==> config.mk <==
export PLATFORM = sky130hd
export DESIGN_NAME = fault_tolerant_mesh_route_select
export DESIGN_NICKNAME = d
export VERILOG_FILES = /design/src/ftmrs_pkg.sv /design/src/ftmrs_route_logic.sv /design/src/fault_tolerant_mesh_route_select.sv
export SDC_FILE = /design/constraint.sdc
export NUM_CORES = 1
export LEC_CHECK = 0
export ABC_AREA = 1
export BUFFER_PORTS_ARGS = -buffer_cell sky130_fd_sc_hd__buf_4
export CELL_PAD_IN_SITES_DETAIL_PLACEMENT = 0
export CELL_PAD_IN_SITES_GLOBAL_PLACEMENT = 1
export CORE_ASPECT_RATIO = 2
export CORE_MARGIN = 3
export CORE_UTILIZATION = 43
export CTS_BUF_LIST = sky130_fd_sc_hd__clkbuf_4
export DETAILED_ROUTE_END_ITERATION = 7
export PLACE_DENSITY_LB_ADDON = 0.1
export SYNTH_ARGS = -nofsm -noshare
export SYNTH_HDL_FRONTEND = slang
export SYNTH_SLANG_ARGS = --single-unit
==> constraint.sdc <==
create_clock -name clk -period 3.11 [get_ports clk]
set_input_delay 0.622 -clock clk [delete_from_list [all_inputs] [get_ports clk]]
set_output_delay 0.622 -clock clk [all_outputs]
set_load 0.01 [all_outputs]
==> src/ftmrs_pkg.sv <==
package ftmrs_pkg;

    localparam int COORD_W     = 4;
    localparam int ARRIVAL_W   = 3;
    localparam int PORT_CODE_W = 3;
    localparam int HEIGHT_W    = 5;
    localparam int MAX_DIM     = 16;
    localparam int S_TDATA_W   = 24;
    localparam int M_TDATA_W   = 8;

    localparam logic [HEIGHT_W-1:0] HEIGHT_RESET = HEIGHT_W'(8);
    localparam logic [HEIGHT_W-1:0] MAX_HEIGHT   = HEIGHT_W'(MAX_DIM);

    typedef enum logic [PORT_CODE_W-1:0] {
        PORT_NORTH = 3'd0,
        PORT_EAST  = 3'd1,
        PORT_SOUTH = 3'd2,
        PORT_WEST  = 3'd3,
        PORT_NONE  = 3'd4,
        PORT_HERE  = 3'd5
    } port_t;

    typedef struct packed {
        logic [COORD_W-1:0]   cur_x;
        logic [COORD_W-1:0]   cur_y;
        logic [COORD_W-1:0]   dst_x;
        logic [COORD_W-1:0]   dst_y;
        logic [ARRIVAL_W-1:0] arrival_port;
        logic                 north_good;
        logic                 east_good;
        logic                 south_good;
        logic                 west_good;
    } route_req_t;

endpackage

==> src/ftmrs_route_logic.sv <==
module ftmrs_route_logic
    import ftmrs_pkg::*;
(
    input  route_req_t          req,
    input  logic [HEIGHT_W-1:0] mesh_height,
    output port_t               out_port
);

    logic               x_pos;
    logic               x_neg;
    logic               y_pos;
    logic               y_neg;
    logic [COORD_W-1:0] dx;
    logic [COORD_W-1:0] dy;
    logic [HEIGHT_W-1:0] h_eff;
    logic               south_edge;
    logic               west_edge;
    logic               arr_pos;

    always_comb
    begin
        x_pos = req.dst_x > req.cur_x;
        x_neg = req.dst_x < req.cur_x;
        y_pos = req.dst_y > req.cur_y;   // destination further south
        y_neg = req.dst_y < req.cur_y;
        dx = x_pos ? (req.dst_x - req.cur_x) : (req.cur_x - req.dst_x);
        dy = y_pos ? (req.dst_y - req.cur_y) : (req.cur_y - req.dst_y);
        h_eff = (mesh_height > MAX_HEIGHT) ? MAX_HEIGHT : mesh_height;
        south_edge = ({1'b0, req.cur_y} + HEIGHT_W'(1)) == h_eff;
        west_edge = req.cur_x == '0;
        arr_pos = (req.arrival_port == PORT_SOUTH) || (req.arrival_port == PORT_WEST);

        priority if (!x_pos && !x_neg && !y_pos && !y_neg)
        begin
            out_port = PORT_HERE;
        end
        else if (x_pos && y_neg)                        // NE
        begin
            if (!req.north_good && !req.east_good)
                out_port = PORT_NONE;
            else if (dy > dx)
                out_port = req.north_good ? PORT_NORTH : PORT_EAST;
            else
                out_port = req.east_good ? PORT_EAST : PORT_NORTH;
        end
        else if (x_pos && !y_pos)                       // E
        begin
            if ((dx == COORD_W'(1)) || ((dx == COORD_W'(2)) && req.east_good)
                || south_edge || arr_pos)
                out_port = PORT_EAST;
            else
                out_port = req.south_good ? PORT_SOUTH : PORT_EAST;
        end
        else if (x_pos || y_pos && !x_neg)              // SE, S
        begin
            out_port = req.south_good ? PORT_SOUTH : PORT_WEST;
        end
        else if (!x_neg)                                // N
        begin
            if ((dy == COORD_W'(1)) || ((dy == COORD_W'(2)) && req.north_good)
                || west_edge || arr_pos)
                out_port = PORT_NORTH;
            else
                out_port = req.west_good ? PORT_WEST : PORT_NORTH;
        end
        else if (!y_pos)                                // NW, W
        begin
            out_port = req.west_good ? PORT_WEST : PORT_SOUTH;
        end
        else                                            // SW
        begin
            if (!req.west_good && !req.south_good)
                out_port = PORT_NONE;
            else if (dx >= dy)
                out_port = req.west_good ? PORT_WEST : PORT_SOUTH;
            else
                out_port = req.south_good ? PORT_SOUTH : PORT_WEST;
        end
    end

endmodule

==> src/fault_tolerant_mesh_route_select.sv <==
// Path from input beat to result beat: input register, route logic, output register.
// One beat per cycle unless the result side stalls; the route decision is one pass of shallow compare logic.
// Backpressure on the result side stalls both stages; inputs keep flowing while a slot is free.
// Reset (rst_n low, asynchronous): both stages empty, mesh_height returns to 8.
module fault_tolerant_mesh_route_select
    import ftmrs_pkg::*;
(
    input  logic                  clk,
    input  logic                  rst_n,

    // configuration: mesh_height
    input  logic                  cfg_wen,
    input  logic [HEIGHT_W-1:0]   cfg_wdata,

    // input beats
    input  logic                  s_axis_tvalid,
    output logic                  s_axis_tready,
    // tdata, low bit up: cur_x[3:0], cur_y[7:4], dst_x[11:8], dst_y[15:12],
    // arrival_port[18:16], north_good[19], east_good[20], south_good[21],
    // west_good[22], zero pad[23]
    input  logic [S_TDATA_W-1:0]  s_axis_tdata,

    // result beats
    output logic                  m_axis_tvalid,
    input  logic                  m_axis_tready,
    // tdata, low bit up: out_port[2:0], zero pad[7:3]
    output logic [M_TDATA_W-1:0]  m_axis_tdata
);

    logic [HEIGHT_W-1:0] mesh_height_reg;

    // stage 1: registered request
    route_req_t req_reg;
    route_req_t req_next;
    logic       s1_valid_reg;

    // stage 2: registered result
    port_t      port_reg;
    port_t      port_next;
    logic       s2_valid_reg;

    logic       s2_load;
    logic       s1_load;

    // Stage 2 can take a new value when empty or when its beat leaves now.
    assign s2_load       = !s2_valid_reg || m_axis_tready;
    // Stage 1 frees when empty or when it moves into stage 2.
    assign s_axis_tready = !s1_valid_reg || s2_load;
    assign s1_load       = s_axis_tvalid && s_axis_tready;

    always_comb
    begin
        req_next.cur_x        = s_axis_tdata[3:0];
        req_next.cur_y        = s_axis_tdata[7:4];
        req_next.dst_x        = s_axis_tdata[11:8];
        req_next.dst_y        = s_axis_tdata[15:12];
        req_next.arrival_port = s_axis_tdata[18:16];
        req_next.north_good   = s_axis_tdata[19];
        req_next.east_good    = s_axis_tdata[20];
        req_next.south_good   = s_axis_tdata[21];
        req_next.west_good    = s_axis_tdata[22];
    end

    ftmrs_route_logic u_route (
        .req         (req_reg),
        .mesh_height (mesh_height_reg),
        .out_port    (port_next)
    );

    // Configuration register; the user must write it only while the pipe is idle, the block does not enforce this.
    always_ff @(posedge clk or negedge rst_n)
    begin
        if (!rst_n)
            mesh_height_reg <= HEIGHT_RESET;
        else if (cfg_wen)
            mesh_height_reg <= cfg_wdata;
    end

    // Valid bits
    always_ff @(posedge clk or negedge rst_n)
    begin
        if (!rst_n)
        begin
            s1_valid_reg <= 1'b0;
            s2_valid_reg <= 1'b0;
        end
        else
        begin
            if (s_axis_tready)
                s1_valid_reg <= s_axis_tvalid;
            if (s2_load)
                s2_valid_reg <= s1_valid_reg;
        end
    end

    // Payload, no reset
    always_ff @(posedge clk)
    begin
        if (s1_load)
            req_reg <= req_next;
        if (s2_load && s1_valid_reg)
            port_reg <= port_next;
    end

    assign m_axis_tvalid = s2_valid_reg;
    assign m_axis_tdata  = {{(M_TDATA_W-PORT_CODE_W){1'b0}}, port_reg};

endmodule

# Yosys cells after proc, flatten, opt, wreduce, memory -nomap -nowiden
# Cells that the tools add are included.
dict set report totals {
  inputBits 34
  word_cells 85
  latch_bits 0
  mem_bits_rw 0
  mem_count 0
  reg_bits 33
  rom_bits 0
}
dict set report classes {
  div_mod_pow 0
  n_shift 0
  eq_ne 7
  reduce_logical 33
  addsub 5
  multipliers 0
  muxes 20
  bitwise_logic 0
  magnitude_cmp 7
}
# operator n
set op_table {}
lappend op_table {{two-way mux 3 bit} 11}
lappend op_table {{subtractor 4 bit} 4}
lappend op_table {{> comparator 4 bit} 3}
lappend op_table {{logical AND 1 bit} 12}
lappend op_table {{logical NOT 1 bit} 10}
lappend op_table {{logical OR 1 bit} 10}
lappend op_table {{equality test 4 x 1 -> 1 bit, second input constant} 2}
lappend op_table {{equality test 4 x 2 -> 1 bit, second input constant} 2}
lappend op_table {{< comparator 4 bit} 2}
lappend op_table {{two-way mux 4 bit} 2}
lappend op_table {{equality test 3 x 2 -> 1 bit, second input constant} 2}
lappend op_table {{adder 4 x 1 -> 5 bit, second input constant} 1}
lappend op_table {{equality test 5 bit} 1}
lappend op_table {{> comparator 5 bit, second input constant} 1}
lappend op_table {{two-way mux 5 bit} 1}
lappend op_table {{greater-or-equal comparator 4 bit} 1}
lappend op_table {{logical NOT 4 bit} 1}
lappend op_table {{two-way mux 1 bit} 4}
lappend op_table {{two-way mux 2 bit} 2}

# Depth between registers and ports, before layout
dict set report depth {
  ltp_word 12
  ltp_mapped 21
}

# By module
# Synthesis repeated with hierarchy kept, for this count alone.
dict set report hier_totals {
  hier_cells 277
  area_unflattened_um2 2322.2
}
# mod area_each_um2 n_inst cells_per_inst seq_area_each_um2
set modules_own_cells {}
lappend modules_own_cells {ftmrs_route_logic 1201.2 1 212 0.0}
lappend modules_own_cells {fault_tolerant_mesh_route_select 1121.1 1 65 957.2}

# Worst setup path after synthesis
# No wires, ideal clock.
dict set report synth_path {
  kind {flip-flop to flip-flop}
  start {register req_reg[15] in the netlist's numbering}
  end {register port_reg[0] (data pin)}
  t_arrival_ns 2.608
  stages_incl_launch_ff 19
  setup_ns 0.256
  n_path_buf 0
  period_less_slack_ns 2.863
  path_slack_ns 0.247
  cell_sequence {edfxtp_1 > ha_1 > fa_1 > inv_2 > nand2_2 > nand2_4 > nand3_2 > nand3_2 > nand2_2 > ha_1 > a21o_1 > a31oi_1 > nand3_1 > a21oi_1 > nand2_1 > nand2_1 > nand2_1 > nand2_1 > nand2_1}
}
dict set report synth_via {
  elab_chain_cells 12
  elab_cells_between_ends 36
}
# element line_no
set synth_lines {}
lappend synth_lines {{from (decl)} fault_tolerant_mesh_route_select.sv:33} ;# route_req_t req_reg;
lappend synth_lines {{from (signal assigned)} fault_tolerant_mesh_route_select.sv:100} ;# req_reg <= req_next;
lappend synth_lines {{parallel branches: the longest is 12 deep, another holds subtractor 4 bit} n/a}
lappend synth_lines {{to (signal assigned)} fault_tolerant_mesh_route_select.sv:102} ;# port_reg <= port_next;
lappend synth_lines {{to (decl)} fault_tolerant_mesh_route_select.sv:38} ;# port_t port_reg;
# Several ways; the timed one is not identified.
# A chain may end at the register's enable or synchronous reset.

# Worst setup path in the final report
# Ends and elaborated chain as after synthesis.

==> impl_results.md <==
- Outcome: finished, final reports clean
- Final WS setup: roughly 0.16 ns
- Placed inst area: 2700 um2
- I/O pins: 44
- GP Congestion: between 0.9 and 1
- Overall die height: roughly 110 um
- Largest net degree at the start of global routing: 23
- Iteration-0 DRC Markers: 56
- Wire per inst: about 14 um
- Avg Cell Area, Syn: around 8.9 um2
- Number of global-route vias before repair: about 1900
- Synth area leaders: edfxtp_1 33%, ha_1 10%, nand2_1 9.5%
- RSZ-0062 raised after global routing: true
- Final design utilization: about three fifths
- CTS tree: yes
- CP Capture Type: flop
- Crit path arrival time: approximately 3.0 ns
- Max transition margin: approximately two fifths
- Critical-path top delay cell: edfxtp_1
- Root Driver: clkbuf_4
- First-pass GRT wire length: roughly 8000 um
- Place WS: between 0.07 and 0.08 ns
- Post-synth top area cell: edfxtp_1
- Minimum clock period: slightly below 3 ns
- Synthesized netlist cell count: between 200 and 300
- Final global-route overflow total: 0
- Port Buf Inserts: 36
- Pleak: roughly 1.5 nW
- Clock skew: roughly 0.011 ns
- Placed Cells: about 360
- R2R depth: 19
- Seq/Total Area, Yosys: approximately 40%
- Setup violators final: 0
- Routed Wire Length: approximately 5200 um
- Die extent in x: approximately 58 um
- Vias per cell: around 5.0
- CP Buf/Inv Count: 1
- Worst path most repeated cell: nand2_1
- Hold crit path type: input pin to asynchronous set/reset pin
- #FFs+latches synth: 32
- Fin. Hold Viols: 0
- CTS clk-pin slew, worst paths: roughly 0.1 ns
- Pwr dens: 508 nW/um2
- Core ar.: roughly 5000 um2
- Max-cap viol count: 0
- Final Max Tran Viols: 0
- Syn. warnings: 0
- Antenna cell count: 0
- Antenna viol nets, final: 0
- Non-Filler Instances: roughly 380
- Clock latency on the worst-skew pair: roughly 0.33 ns
- Worst r2r src: req_reg[15]
- Max Fclk: 340 MHz
- Number of remaining DRC errors: 0
- Rows: 37
- Worst EP required: ~3.2 ns
- Initial Util: 44.7%
- Post-Synthesis Cell Area: 2300 um2
- Reg2Reg Capture Point: port_reg[0]
- Via count: 1929
- Yosys top cell area share: roughly 33%
- Delay-heaviest family, CP: simple AND/OR/NAND/NOR gates
- Distinct cells, synth: 35
- Worst-Margin Slew: roughly 0.9 ns
- Final instance area: 3010 um2
- WS Path Type: flop to flop
- Share of cells above drive strength 1: a little over a third
- Max FFs per register: 22
- Post-DP HPWL: between 4000 and 5000 um
- Sink Count: 32
- Maximum clock path buffer count: 2
- Initial antenna violation count: 0
- Max incr delay on CP: ~0.41 ns
- Total CTS buffers: 5
- Nets: approximately 380
- Die ar.: approximately 6300 um2
- Critical path launch point type: flop
- H-tree Lvls: 2
- Layout area overhead: 31.2%
- Crit path cell chain: ha_2 > fa_2 > inv_2 > nand2_2 > nand2_4 > nand2_4 > nor2_8 > nand3_4 > nand2_4 > ha_4 > a21o_1 > a31oi_4 > nand3_2 > a21oi_2 > nand2_1 > nand2_1 > nand2_1 > nand2_1 > nand2_1
- Total track usage: around 17%
- Fin crit share: between 90% and 100%
- VDD IR max: between 300 and 400 uV
- Total iterations of the first detailed-routing run: 4
- R2r setup slk: about 0.16 ns
- CP max FO: 3
- Filler Cells Inserted: around 490
## logic make-up (layout without fill, tap and decap cells)
| kind of cell | count (synthesis) | count (layout) | synth area share, % |
|---|---|---|---|
| simple gates | 118 | 118 | 25.5 |
| buf+inv | 54 | 116 | 10.3 |
| flops | 32 | 32 | 40.4 |
| fa+ha+maj | 23 | 23 | 13.8 |
| compound gates | 22 | 22 | 5.94 |
| xor+xnor | 5 | 5 | 1.91 |
| mux | 4 | 4 | 1.96 |
| other cells | 1 | 5 | 0.163 |
## timing repair
item                                    in CTS  in global routing
setup buffers                                0                 11
endpoints found under the setup margin       0                  1
resized for setup                            0                 28
hold buffers                                 0                  0
## worst max-delay path by stage
stage | from | depth (start not counted) | end | slack, ns
after floorplan | req_reg[15] | 18 | port_reg[0] | 0.25
after global placement | req_reg[7] | 20 | port_reg[0] | 0.07
after detailed placement | req_reg[15] | 19 | port_reg[0] | 0.08
after CTS | req_reg[15] | 19 | port_reg[0] | 0.04
after global routing | req_reg[11] | 20 | port_reg[0] | -0.04
final | req_reg[15] | 19 | port_reg[0] | 0.16
## Yosys cell counts (all sizes together)
cell type	number
o31ai	3
fa	4
nand3b	5
nand3	25
a41oi	1
mux2	4
dfrtp	6
inv	46
and3	1
o21bai	1
ha	19
dfstp	1
o21ai	6
edfxtp	25
a31oi	2
or2	1
nand2	67
nor2	12
xnor2	2
xor2	3
buf	7
conb	1
a21o	1
nor4	1
nand4	6
a21oi	8
clkinv	1
## layout by cell type (no fill, tap or decap), drive strengths merged, types with 4 or more instances in the layout
master	count
a21oi	8
buf	61
clkbuf	6
conb	5
dfrtp	6
edfxtp	25
fa	4
ha	19
inv	46
mux2	4
nand2	67
nand3	25
nand3b	5
nand4	6
nor2	12
o21ai	6
## per-layer routing
metal	up-vias	global-route usage [%]	share of wire, %
met5	-	0	0
met1	901	13.7	31
li1	970	-	-
met2	40	36.2	61
met4	0	10.4	5.2
met3	18	2.23	2.4
## power breakdown
group	switching (mW)	internal (mW)	total (mW)
sequential	0.0227	0.511	0.534
combinational	0.355	0.328	0.683
clock	0.138	0.177	0.315
## per-stage QoR
stage | TNS, ns | power [mW] | hold WS [ns]
detailed placement | 0 | 1.06 | 0.439
CTS | 0 | 1.38 | 0.0770
finish | 0 | 1.53 | 0.0873
global placement | 0 | 1.06 | 0.439
floorplan | 0 | 0.880 | 0.326
global route | -0.0356 | 1.64 | 0.0750
## final cells by class
cell class,count,area [um2],share of cell area [%]
Multi-Input combinational cell,177,1290,42.8
Sequential cell,32,927,30.8
Clock inverter,2,35.0,1.16
Timing Repair Buffer,61,465,15.4
Tap cell,58,72.6,2.41
Inverter,47,180,5.98
Clock buffer,6,45.0,1.49
(Power assumes the default switching activity.)
